**config.mk**
```make
export PLATFORM = sky130hd
export DESIGN_NAME = glob_wildcard_matcher
export DESIGN_NICKNAME = d
export VERILOG_FILES = /design/src/hw/rtl/gwm_pkg.sv /design/src/hw/rtl/gwm_pattern_store.sv /design/src/hw/rtl/gwm_active_set.sv /design/src/hw/rtl/glob_wildcard_matcher.sv
export SDC_FILE = /design/constraint.sdc
export NUM_CORES = 1
export LEC_CHECK = 0
export BUFFER_PORTS_ARGS = -buffer_cell sky130_fd_sc_hd__buf_2
export CAP_MARGIN = 25
export CORE_UTILIZATION = 40
export CTS_CLUSTER_SIZE = 30
export DETAILED_ROUTE_END_ITERATION = 12
export PLACE_DENSITY = 0.59
export SYNTH_ARGS = -nofsm -noshare
export SYNTH_HDL_FRONTEND = slang
export SYNTH_SLANG_ARGS = --single-unit
```
**constraint.sdc**
```tcl
create_clock -name clock -period 5.6 [get_ports clock]
set_clock_uncertainty 0.15 [all_clocks]
set_input_delay 0 -clock clock [delete_from_list [all_inputs] [get_ports clock]]
set_output_delay 0 -clock clock [all_outputs]
set_load 0.005 [all_outputs]
```
**src/hw/rtl/gwm_pkg.sv**
```systemverilog
// gwm_pkg: opcodes, character constants, control struct and case folding
// for the glob wildcard matcher; no dependencies
package gwm_pkg;

   localparam int LEN_W    = 6;
   localparam int INDEX_W  = 5;
   localparam int CHAR_W   = 16;
   localparam int OPCODE_W = 2;

   localparam logic [OPCODE_W-1:0] OP_LOAD    = 2'd0;
   localparam logic [OPCODE_W-1:0] OP_SUBJECT = 2'd1;
   localparam logic [OPCODE_W-1:0] OP_END     = 2'd2;

   localparam logic [CHAR_W-1:0] CH_STAR    = 16'h002A;
   localparam logic [CHAR_W-1:0] CH_QMARK   = 16'h003F;
   localparam logic [CHAR_W-1:0] CH_UPPER_A = 16'h0041;
   localparam logic [CHAR_W-1:0] CH_UPPER_Z = 16'h005A;
   localparam logic [CHAR_W-1:0] CH_LOWER_A = 16'h0061;

   typedef struct packed {
      logic do_step;
      logic do_end;
   } ctl_type;

   // ascii a-z folding only
   function automatic logic [CHAR_W-1:0] fold_char(input logic [CHAR_W-1:0] c);
      if (c >= CH_UPPER_A && c <= CH_UPPER_Z) begin
         return c + (CH_LOWER_A - CH_UPPER_A);
      end
      return c;
   endfunction

endpackage

```
**src/hw/rtl/gwm_pattern_store.sv**
```systemverilog
// gwm_pattern_store: folded pattern characters and per-position decode
// depends on gwm_pkg
module gwm_pattern_store #(
   parameter int MAX_PATTERN = 32
) (
   input  logic                           clock,
   input  logic                           wr_en,
   input  logic [gwm_pkg::INDEX_W-1:0]    wr_index,
   input  logic [gwm_pkg::CHAR_W-1:0]     wr_char,
   input  logic [gwm_pkg::CHAR_W-1:0]     subject_char,
   output logic [MAX_PATTERN-1:0]         star_vec,
   output logic [MAX_PATTERN-1:0]         hit_vec
);

   // entries are kept already folded; star and question mark are not letters
   logic [gwm_pkg::CHAR_W-1:0] store_ff [MAX_PATTERN];
   logic [gwm_pkg::CHAR_W-1:0] folded_subject;

   always_ff @(posedge clock) begin
      for (int p = 0; p < MAX_PATTERN; p++) begin
         if (wr_en && 32'(wr_index) == 32'(p)) begin
            store_ff[p] <= gwm_pkg::fold_char(wr_char);
         end
      end
   end

   assign folded_subject = gwm_pkg::fold_char(subject_char);

   always_comb begin
      for (int p = 0; p < MAX_PATTERN; p++) begin
         star_vec[p] = (store_ff[p] == gwm_pkg::CH_STAR);
         hit_vec[p]  = !star_vec[p] &&
                       (store_ff[p] == gwm_pkg::CH_QMARK || store_ff[p] == folded_subject);
      end
   end

endmodule

```
**src/hw/rtl/gwm_active_set.sv**
```systemverilog
// gwm_active_set: reachable pattern positions, star closure and match bit
// depends on gwm_pkg
module gwm_active_set #(
   parameter int MAX_PATTERN = 32
) (
   input  logic                                 clock,
   input  logic                                 reset,
   input  gwm_pkg::ctl_type                     ctl,
   input  logic [$clog2(MAX_PATTERN+1)-1:0]     used_len,
   input  logic [MAX_PATTERN-1:0]               star_vec,
   input  logic [MAX_PATTERN-1:0]               hit_vec,
   output logic                                 matched
);

   localparam int W      = MAX_PATTERN + 1;
   localparam int LEVELS = $clog2(W);

   logic [W-1:0]           active_ff;
   logic [W-1:0]           active_in;
   logic [W-1:0]           le_mask;
   logic [MAX_PATTERN-1:0] lt_mask;
   logic [W-1:0]           prop_vec;
   logic [W-1:0]           pre_set;
   logic [W-1:0]           next_set;
   logic [W-1:0]           post_set;

   // prefix closure: a position turns on when the one before it is on and holds a star
   function automatic logic [W-1:0] close_set(input logic [W-1:0] a,
                                              input logic [W-1:0] le,
                                              input logic [W-1:0] pr0);
      logic [W-1:0] g;
      logic [W-1:0] pr;
      g  = a & le;
      pr = pr0;
      for (int k = 0; k < LEVELS; k++) begin
         g  = g | (pr & (g << (1 << k)));
         pr = pr & (pr << (1 << k));
      end
      return g;
   endfunction

   always_comb begin
      for (int i = 0; i < W; i++) begin
         le_mask[i] = (32'(i) <= 32'(used_len));
      end
      for (int i = 0; i < MAX_PATTERN; i++) begin
         lt_mask[i] = (32'(i) < 32'(used_len));
      end
   end

   assign prop_vec = {star_vec & lt_mask, 1'b0};
   assign pre_set  = close_set(active_ff, le_mask, prop_vec);

   // a star keeps its position, a match moves one on
   assign next_set = {1'b0, pre_set[MAX_PATTERN-1:0] & star_vec & lt_mask} |
                     {pre_set[MAX_PATTERN-1:0] & hit_vec & lt_mask, 1'b0};
   assign post_set = close_set(next_set, le_mask, prop_vec);

   assign matched = pre_set[used_len];

   always_comb begin
      active_in = active_ff;
      if (ctl.do_end) begin
         active_in = W'(1);
      end else if (ctl.do_step) begin
         active_in = post_set;
      end
   end

   always_ff @(posedge clock) begin
      if (reset) begin
         active_ff <= W'(1);
      end else begin
         active_ff <= active_in;
      end
   end

endmodule

```
**src/hw/rtl/glob_wildcard_matcher.sv**
```systemverilog
// glob_wildcard_matcher: top level, input and result registers, length register
// depends on gwm_pkg, gwm_pattern_store, gwm_active_set
//
//   channel | direction | ports                                        | carries
//   req     | in        | req_valid req_ready req_opcode/index/char    | one item per transfer
//   rsp     | out       | rsp_valid rsp_ready rsp_matched              | one bit per end item
//   csr     | in        | csr_valid csr_ready csr_pattern_length       | pattern length
//
// One item per cycle while no end item is held back; an end item passes through the input
// register and its result is captured in the result register that drives rsp;
// the active-position set is updated by closure logic before and after each subject step.
// Loads and subject characters move on while a result waits; only an end item
// holds in the input register while the result register is full.
// Synchronous active-high reset clears the length, the handshake state and the
// active set to position zero; pattern entries are undefined until loaded.
module glob_wildcard_matcher #(
   parameter int MAX_PATTERN = 32
) (
   input  logic                             clock,
   input  logic                             reset,
   input  logic                             req_valid,
   output logic                             req_ready,
   input  logic [gwm_pkg::OPCODE_W-1:0]     req_opcode,
   input  logic [gwm_pkg::INDEX_W-1:0]      req_index,
   input  logic [gwm_pkg::CHAR_W-1:0]       req_char_code,
   output logic                             rsp_valid,
   input  logic                             rsp_ready,
   output logic                             rsp_matched,
   input  logic                             csr_valid,
   output logic                             csr_ready,
   input  logic [gwm_pkg::LEN_W-1:0]        csr_pattern_length
);

   localparam int LW = $clog2(MAX_PATTERN + 1);

   logic                          in_valid_ff, in_valid_in;
   logic [gwm_pkg::OPCODE_W-1:0]  in_opcode_ff, in_opcode_in;
   logic [gwm_pkg::INDEX_W-1:0]   in_index_ff, in_index_in;
   logic [gwm_pkg::CHAR_W-1:0]    in_char_ff, in_char_in;
   logic                          out_valid_ff, out_valid_in;
   logic                          out_matched_ff, out_matched_in;
   logic [gwm_pkg::LEN_W-1:0]     len_ff, len_in;

   logic                          out_free;
   logic                          fire;
   logic [LW-1:0]                 used_len;
   logic                          store_wr;
   gwm_pkg::ctl_type              ctl;
   logic [MAX_PATTERN-1:0]        star_vec;
   logic [MAX_PATTERN-1:0]        hit_vec;
   logic                          matched;

   assign out_free  = !out_valid_ff || rsp_ready;
   assign fire      = in_valid_ff && (in_opcode_ff != gwm_pkg::OP_END || out_free);
   assign req_ready = !in_valid_ff || fire;
   assign csr_ready = 1'b1;

   always_comb begin
      if (32'(len_ff) > 32'(MAX_PATTERN)) begin
         used_len = LW'(MAX_PATTERN);
      end else begin
         used_len = LW'(len_ff);
      end
   end

   always_comb begin
      ctl      = '0;
      store_wr = 1'b0;
      if (fire) begin
         unique case (in_opcode_ff)
            gwm_pkg::OP_LOAD:    store_wr    = (32'(in_index_ff) < 32'(MAX_PATTERN));
            gwm_pkg::OP_SUBJECT: ctl.do_step = 1'b1;
            gwm_pkg::OP_END:     ctl.do_end  = 1'b1;
            default:             ctl         = '0;
         endcase
      end
   end

   gwm_pattern_store #(
      .MAX_PATTERN(MAX_PATTERN)
   ) u_store (
      .clock        (clock),
      .wr_en        (store_wr),
      .wr_index     (in_index_ff),
      .wr_char      (in_char_ff),
      .subject_char (in_char_ff),
      .star_vec     (star_vec),
      .hit_vec      (hit_vec)
   );

   gwm_active_set #(
      .MAX_PATTERN(MAX_PATTERN)
   ) u_active (
      .clock    (clock),
      .reset    (reset),
      .ctl      (ctl),
      .used_len (used_len),
      .star_vec (star_vec),
      .hit_vec  (hit_vec),
      .matched  (matched)
   );

   always_comb begin
      in_valid_in  = in_valid_ff;
      in_opcode_in = in_opcode_ff;
      in_index_in  = in_index_ff;
      in_char_in   = in_char_ff;
      if (req_ready) begin
         in_valid_in  = req_valid;
         in_opcode_in = req_opcode;
         in_index_in  = req_index;
         in_char_in   = req_char_code;
      end
   end

   always_comb begin
      out_valid_in   = out_valid_ff && !rsp_ready;
      out_matched_in = out_matched_ff;
      if (ctl.do_end) begin
         out_valid_in   = 1'b1;
         out_matched_in = matched;
      end
   end

   assign len_in = (csr_valid && csr_ready) ? csr_pattern_length : len_ff;

   always_ff @(posedge clock) begin
      if (reset) begin
         in_valid_ff  <= 1'b0;
         out_valid_ff <= 1'b0;
         len_ff       <= '0;
      end else begin
         in_valid_ff  <= in_valid_in;
         out_valid_ff <= out_valid_in;
         len_ff       <= len_in;
      end
   end

   // payload registers
   always_ff @(posedge clock) begin
      in_opcode_ff   <= in_opcode_in;
      in_index_ff    <= in_index_in;
      in_char_ff     <= in_char_in;
      out_matched_ff <= out_matched_in;
   end

   assign rsp_valid   = out_valid_ff;
   assign rsp_matched = out_matched_ff;

endmodule

```
==> flow_summary.json, run 1 <==
{
  "run_status": "finished clean",
  "yosys.area.top_type_share_pct": 51.0,
  "yosys.area.top_type": "sky130_fd_sc_hd__edfxtp_1",
  "synth_seq_area_share_pct": 53.6,
  "largest_voltage_drop_on_the_vdd_net_mv": 0.169,
  "synth.ff_latch_count": 577,
  "cts_tree": "done",
  "cts_resized": 0,
  "grt_start_max_net_pins": 66,
  "wl_per_cell_um": 28.2,
  "ys_async_sr_fraction_pct": 0,
  "floorplan.initialDensity_pct": 40.6,
  "antenna_violation_net_count_after_detailed_routing": 0,
  "synth_cells": 2795,
  "postSynthAreaPerCell_um2": 11.3,
  "coreArea_um2": 77700,
  "worst_setup_path_start_kind": "flop",
  "post-place-ws_ns": 0.457,
  "totalNegativeSetupSlack_ns": 0,
  "drive_above_1_share_pct": 15.1,
  "via_count": 25373,
  "finalWirelength_um": 116000,
  "worstPathRequired_ns": 6.00,
  "route.detailed.drc": 0,
  "synth_edf_count": 536,
  "dr.first_iter.drc_count": 2843,
  "p_per_area_nw_per_um2": 266,
  "overflow": 0,
  "cts-root-buf": "sky130_fd_sc_hd__clkbuf_16",
  "hpwl_um": 83300,
  "grt_use_met1_pct": 41.7,
  "grtUsageMet3_pct": 5.59,
  "share_clk_of_total_power_pct": 44.2,
  "timing.fmax_ghz": 0.193,
  "timing.slew.headroom_pct": 26.0,
  "die_w_um": 283,
  "internal-power_mw": 7.46,
  "p_sw_mw": 2.43,
  "mappedNetlistNets": 2830,
  "first_pass_grt_wire_length_um": 170000,
  "drt_pass1_iterations": 6,
  "worst_setup_hold_path_clk_slew_ns": 0.07,
  "arrival_ns": 5.58,
  "timing.final.max_slew_violations": 0,
  "floorplan.die.height_um": 283,
  "rsz0062_at_grt": "false",
  "groute.usage.overall_pct": 28.7,
  "p_leak_nw": 11.9,
  "clk-insertion-delay-late_ns": 0.63,
  "cts-buffers-inserted": 67,
  "timing_hold_violations_final": 0,
  "critPathCaptureType": "flop",
  "crit_type": "flop to flop",
  "maxCapViolCount": 0,
  "max-clock-path-buffers": 3,
  "cp_cell_sequence": "or4_1 > o22a_1 > buf_4 > a32oi_1 > o2111ai_1 > o311ai_0 > o31ai_1 > a211oi_1 > buf_4 > a2111oi_2 > nand3_1 > a21oi_1 > o21ai_0 > a211oi_1 > a31oi_1",
  "layout_min_cycle_time_ns": 5.18,
  "final-setup-viol-count": 0,
  "detail_route.vias_per_cell": 6.14,
  "pwr-share-comb_pct": 7.6,
  "cts_max_level": 3,
  "numPortBuffers": 36,
  "worst_path_max_delay_cell": "sky130_fd_sc_hd__or4_1",
  "rrSetupSlack_ns": 0.42,
  "synth.cells.most_frequent": "sky130_fd_sc_hd__edfxtp_1, sky130_fd_sc_hd__xnor2_1, sky130_fd_sc_hd__xor2_1, sky130_fd_sc_hd__nor2_1, sky130_fd_sc_hd__nand2_1",
  "timing.critical_path.slowest_cell_delay_ns": 0.60,
  "std_cell_rows": 102,
  "first_global_vias": 24712,
  "hp-class": "input port to flop",
  "p_seq_share_pct": 48.2,
  "syn2layout_area_growth_pct": 17.6,
  "crit_path_max_fanout": 7,
  "synth_top_cells_by_area": "sky130_fd_sc_hd__edfxtp_1, sky130_fd_sc_hd__xnor2_1, sky130_fd_sc_hd__xor2_1",
  "fin_ws_ns": 0.423,
  "use_met2_pct": 43.1,
  "io_pins": 38,
  "syn_area_um2": 31600,
  "antenna_found_initial": 5,
  "yosys.cell_count.top_type": "sky130_fd_sc_hd__edfxtp_1",
  "finalCritPeriodShare_pct": 92.5,
  "synthFlopType": "sky130_fd_sc_hd__edfxtp_1",
  "die_area_um2": 80000,
  "cts_hold_repair.buffers": 60,
  "global_route.peak_usage_layer": "met2",
  "netlist-cell-type-count": 124,
  "slew_of_the_pin_with_the_lowest_slew_margin_ns": 1.10,
  "yosys_warnings": 0,
  "design.final.nets": 3080,
  "gp_congestion": 0.993,
  "cts_setup_buffers": 0,
  "diodes": 0,
  "power_switching_share_pct": 24.6,
  "cts_num_sinks": 577
}
[critical path: cells and delay by family (launching register included)]
kind	cells	cell delay [ns]
AO/OA/AOI/OAI	11	3.19
buffers and inverters	2	0.43
flip-flops	1	0.44
AND/OR/NAND/NOR	2	0.88
[final cells by class]
type                            instances  area, um^2
Sequential cell                       577       16900
Timing Repair Buffer                  312        2560
Fill cell                            7000       40600
Multi-Input combinational cell       2045       14000
Inverter                               42         158
Clock inverter                         35         370
Tap cell                             1040        1300
Clock buffer                           84        1810
[layer usage]
metal,share of wire [%],wire length [um]
met2,43,50300
met5,0,0
met1,45,52200
met3,9.2,10700
met4,2.8,3260
[state kept, by name, indices dropped and copies added, names as in the netlist, 2 cells and up]
signal,flops
u_active.active_ff,33
len_ff,6
in_opcode_ff,2
u_store.store_ff,512
in_index_ff,5
in_char_ff,16
[metrics by stage]
stage / std cells / util [%] / power, mW / area, um^2 / hold slack [ns]
after floorplan: 2795 / - / 5.26 / 31600 / -0.0511
after global placement: 3945 / 44.0 / 5.56 / 34200 / 0.0279
after detailed placement: 3956 / 44.2 / 5.56 / 34300 / 0.0294
after CTS: 4135 / 47.8 / 9.95 / 37100 / 0.00660
after global routing: 4135 / 47.8 / 10.1 / 37100 / 0.0315
final: 4135 / 47.8 / 9.89 / 37100 / 0.0265
[worst paths after layout]
path / depth (start not counted) / to / start
max: 15 / u_active.active_ff[32] / in_char_ff[3]
min: 2 / in_char_ff[10] / req_char_code[10]
max reg2reg: 15 / u_active.active_ff[32] / in_char_ff[3]
min reg2reg: 2 / u_active.active_ff[18] / u_active.active_ff[18]
[cell families after synthesis]
family                   after synthesis  share of synthesized area (%)
XOR/XNOR                             481                           13.3
flip-flops                           577                           53.6
adder cells (fa/ha/maj)                1                         0.0396
AND/OR/NAND/NOR                     1060                           18.7
multiplexers                          14                          0.595
AO/OA/AOI/OAI                        488                           11.4
buffers and inverters                173                           2.36
other                                  1                         0.0119
[power groups by stage]
stage	Clock [mW]	Combinational, mW	Sequential (mW)
after detailed placement	0	0.703	4.86
final	4.37	0.748	4.77
after floorplan	0	0.415	4.84
after global routing	4.59	0.788	4.77
after CTS	4.44	0.739	4.77
after global placement	0	0.698	4.86
[cells in the final DEF (no fill, tap or decap), types with 10 or more instances in the layout]
cell,count
sky130_fd_sc_hd__edfxtp_1,536
sky130_fd_sc_hd__nand2_1,159
sky130_fd_sc_hd__nor3_1,96
sky130_fd_sc_hd__o21ai_1,15
sky130_fd_sc_hd__o21ai_0,76
sky130_fd_sc_hd__or3_1,32
sky130_fd_sc_hd__nor4_1,121
sky130_fd_sc_hd__and3_1,17
sky130_fd_sc_hd__nand2b_1,27
sky130_fd_sc_hd__and2_1,19
sky130_fd_sc_hd__a21oi_1,92
sky130_fd_sc_hd__o221ai_1,15
sky130_fd_sc_hd__a21o_1,11
sky130_fd_sc_hd__nor4b_1,11
sky130_fd_sc_hd__o21a_1,10
sky130_fd_sc_hd__nand3_1,79
sky130_fd_sc_hd__or2_2,18
sky130_fd_sc_hd__xnor2_1,257
sky130_fd_sc_hd__buf_2,36
sky130_fd_sc_hd__buf_12,10
sky130_fd_sc_hd__o2111ai_1,13
sky130_fd_sc_hd__dfxtp_1,40
sky130_fd_sc_hd__clkbuf_1,11
sky130_fd_sc_hd__or4_1,20
sky130_fd_sc_hd__nand4_1,113
sky130_fd_sc_hd__o31ai_1,24
sky130_fd_sc_hd__and4b_1,26
sky130_fd_sc_hd__xor2_1,224
sky130_fd_sc_hd__o22ai_1,20
sky130_fd_sc_hd__nor2_1,221
sky130_fd_sc_hd__buf_4,198
sky130_fd_sc_hd__clkbuf_16,68
sky130_fd_sc_hd__nor2b_1,13
sky130_fd_sc_hd__dlygate4sd3_1,60
sky130_fd_sc_hd__a31oi_1,21
sky130_fd_sc_hd__inv_1,41
sky130_fd_sc_hd__o211ai_1,11
sky130_fd_sc_hd__a211oi_1,26
sky130_fd_sc_hd__nand4b_1,10
(Power assumes the default switching activity.)
==> run 2, diff against run 1 <==
--- a/config.mk
+++ b/config.mk
@@ -5,12 +5,13 @@
 export SDC_FILE = /design/constraint.sdc
 export NUM_CORES = 1
 export LEC_CHECK = 0
+export ABC_CLOCK_PERIOD_IN_PS = 5600
 export BUFFER_PORTS_ARGS = -buffer_cell sky130_fd_sc_hd__buf_2
 export CAP_MARGIN = 25
-export CORE_UTILIZATION = 40
+export CORE_UTILIZATION = 61
 export CTS_CLUSTER_SIZE = 30
 export DETAILED_ROUTE_END_ITERATION = 12
-export PLACE_DENSITY = 0.59
+export PLACE_DENSITY = 0.81
 export SYNTH_ARGS = -nofsm -noshare
 export SYNTH_HDL_FRONTEND = slang
 export SYNTH_SLANG_ARGS = --single-unit
==> run 2 against run 1 <==
Compared with the run above:
- cell area shrank 3.2%
- wire length is 2.8% lower
- global-route usage is 14 points higher
- total power down 3.2%
- cell count decreased by 11%
- setup slack got worse by 0.32 ns
- critical path depth decreased by 1
- via count up 4.1%
- critical path type unchanged
==> flow_summary.json, run 2 (synthesis gave the netlist of run 1 again) <==
{
  "maxCapViolCount": 0,
  "hp-class": "input port to flop",
  "first_pass_grt_wire_length_um": 166000,
  "reg2regPathDepth": 14,
  "critical_path.endpoint": "u_active.active_ff[26]",
  "die_w_um": 229,
  "grt_start_max_net_pins": 66,
  "fin_ws_ns": 0.101,
  "finalWirelength_um": 113000,
  "hold_start": "reset",
  "reg2reg_from": "in_char_ff[5]",
  "coreArea_um2": 50600,
  "p_leak_nw": 11.4,
  "cts-buffers-inserted": 57,
  "p_per_area_nw_per_um2": 266,
  "run_status": "finished clean",
  "cp_cell_sequence": "ha_1 > inv_1 > nand4_1 > o21ai_4 > inv_2 > xnor2_1 > nor4b_1 > a311oi_1 > nand3_1 > a32oi_1 > nand3_1 > a211o_1 > a31oi_1 > a21oi_1",
  "regMostFlops": "u_store.store_ff",
  "cts_max_level": 2,
  "worst_path_max_delay_cell": "sky130_fd_sc_hd__edfxtp_1",
  "arrival_ns": 5.82,
  "timing.final.max_slew_violations": 0,
  "biggestRegsByFlops": "u_store.store_ff: 512 flops, u_active.active_ff: 33 flops, in_char_ff: 16 flops",
  "cts_setup_buffers": 0,
  "hold-worst-slack_ns": 0.324,
  "cts_num_sinks": 577,
  "via_count": 26406,
  "rrSetupSlack_ns": 0.10,
  "std_cell_rows": 82,
  "design.final.nets": 3000,
  "crit_type": "flop to flop",
  "groute.usage.overall_pct": 42.7,
  "gp_congestion": 1.09,
  "cts-root-buf": "sky130_fd_sc_hd__clkbuf_16",
  "crit_path_max_fanout": 14,
  "power_mw": 9.57,
  "floorplan.initialDensity_pct": 62.4,
  "syn2layout_area_growth_pct": 13.8,
  "timing.fmax_ghz": 0.182,
  "multi_input_area_um2": 14000,
  "critPathLaunch": "in_char_ff[5]",
  "overflow": 0,
  "dp_cells": 3500,
  "final-setup-viol-count": 0,
  "rsz0062_at_grt": "false",
  "route.detailed.drc": 0,
  "drt_pass1_iterations": 8,
  "path_common_cell": "sky130_fd_sc_hd__nand3_1",
  "drive_above_1_share_pct": 12.5,
  "layout.cells.most_common_list": "sky130_fd_sc_hd__edfxtp_1, sky130_fd_sc_hd__xnor2_1, sky130_fd_sc_hd__xor2_1",
  "seqCellArea_um2": 16900,
  "layout_min_cycle_time_ns": 5.50,
  "largest_voltage_drop_on_the_vdd_net_mv": 0.379,
  "cts_resized": 0,
  "max-clock-path-buffers": 3,
  "finalCritPeriodShare_pct": 98.2,
  "number_of_flip_flops_in_the_largest_register": 512,
  "numPortBuffers": 36,
  "dr.first_iter.drc_count": 3892,
  "fillers": 3365,
  "antenna_found_initial": 5,
  "clk-insertion-delay-late_ns": 0.66,
  "detail_route.vias_per_cell": 7.17,
  "first_global_vias": 25877,
  "worstPathRequired_ns": 5.92,
  "critical_path.reg2reg.endpoint": "u_active.active_ff[26]",
  "post-place-ws_ns": 0.419,
  "worst_setup_path_start_kind": "flop",
  "layout_commonest_cell": "sky130_fd_sc_hd__edfxtp_1",
  "io_pins": 38,
  "floorplan.die.height_um": 229,
  "cts_tree": "done",
  "instances_no_fill": 3684,
  "hpwl_um": 77100,
  "die_area_um2": 52700,
  "timing_hold_violations_final": 0,
  "worst_setup_hold_path_clk_slew_ns": 0.06,
  "antenna_violation_net_count_after_detailed_routing": 0,
  "totalNegativeSetupSlack_ns": 0,
  "critPathCaptureType": "flop",
  "timing.critical_path.slowest_cell_delay_ns": 0.64,
  "wl_per_cell_um": 30.7,
  "slew_of_the_pin_with_the_lowest_slew_margin_ns": 1.13,
  "timing.slew.headroom_pct": 24.5
}
==> run 2: changes by cell type in the layout (fill, tap and decap cells not counted), sizes merged <==
cell,previous run,this run
dlygate4sd3,60,70
clkbuf,84,74
bufinv,3,8
buf,252,171
inv,48,44
diode,0,2
clkinvlp,5,0
==> run 2: area by class of cell <==
class                           instances  share of cell area (%)
Clock buffer                           73                    4.31
Antenna cell                            2                  0.0139
Inverter                               42                   0.439
Tap cell                              672                    2.34
Sequential cell                       577                    47.1
Clock inverter                         31                    1.16
Timing Repair Buffer                  242                    5.72
Multi-Input combinational cell       2045                    38.9
==> run 2: how the worst min path moves through the flow <==
stage,endpoint,slack (ns),depth (start not counted)
floorplan,in_char_ff[0],-0.05,0
CTS,rsp_matched,0.33,4
global placement,in_char_ff[8],0.03,1
detailed placement,in_char_ff[2],0.03,1
finish,u_active.active_ff[0],0.32,4
global route,u_active.active_ff[0],0.31,4
==> run 2: report_power, final <==
| part | internal, mW | leakage [nW] | switching (mW) |
|---|---|---|---|
| combinational | 0.244 | 5.27 | 0.494 |
| sequential | 4.73 | 5.19 | 0.0420 |
| clock | 2.33 | 0.962 | 1.73 |
| total | 7.31 | 11.4 | 2.27 |
==> run 2: through the flow <==
step	util [%]	area [um^2]
2_1_floorplan	-	31600
3_3_place_gp	65.4	33100
3_5_place_dp	65.5	33200
4_1_cts	70.8	35800
5_1_grt	71.0	35900
6_report	71.0	35900
==> run 2: repair_timing <==
action | in CTS | in global routing
setup endpoints to repair | 0 | 0
hold endpoints to repair | 48 | 0
hold buffers | 70 | 0
==> run 2: critical path: cells and delay by family, from the launching register on <==
kind,cells,cell delay [ns]
simple gates,4,1.12
fa+ha+maj,1,0.55
xor+xnor,1,0.21
compound gates,6,2.05
flops,1,0.64
buf+inv,2,0.57
==> run 2: layer usage <==
metal	wire [um]	vias to the layer above	share of wire, %	track usage [%]
li1	-	11053	-	-
met1	43600	12923	39	58.9
met2	49700	2024	44	64.3
met3	14500	402	13	10.2
met4	5430	4	4.8	19.0
met5	27	-	0.024	0
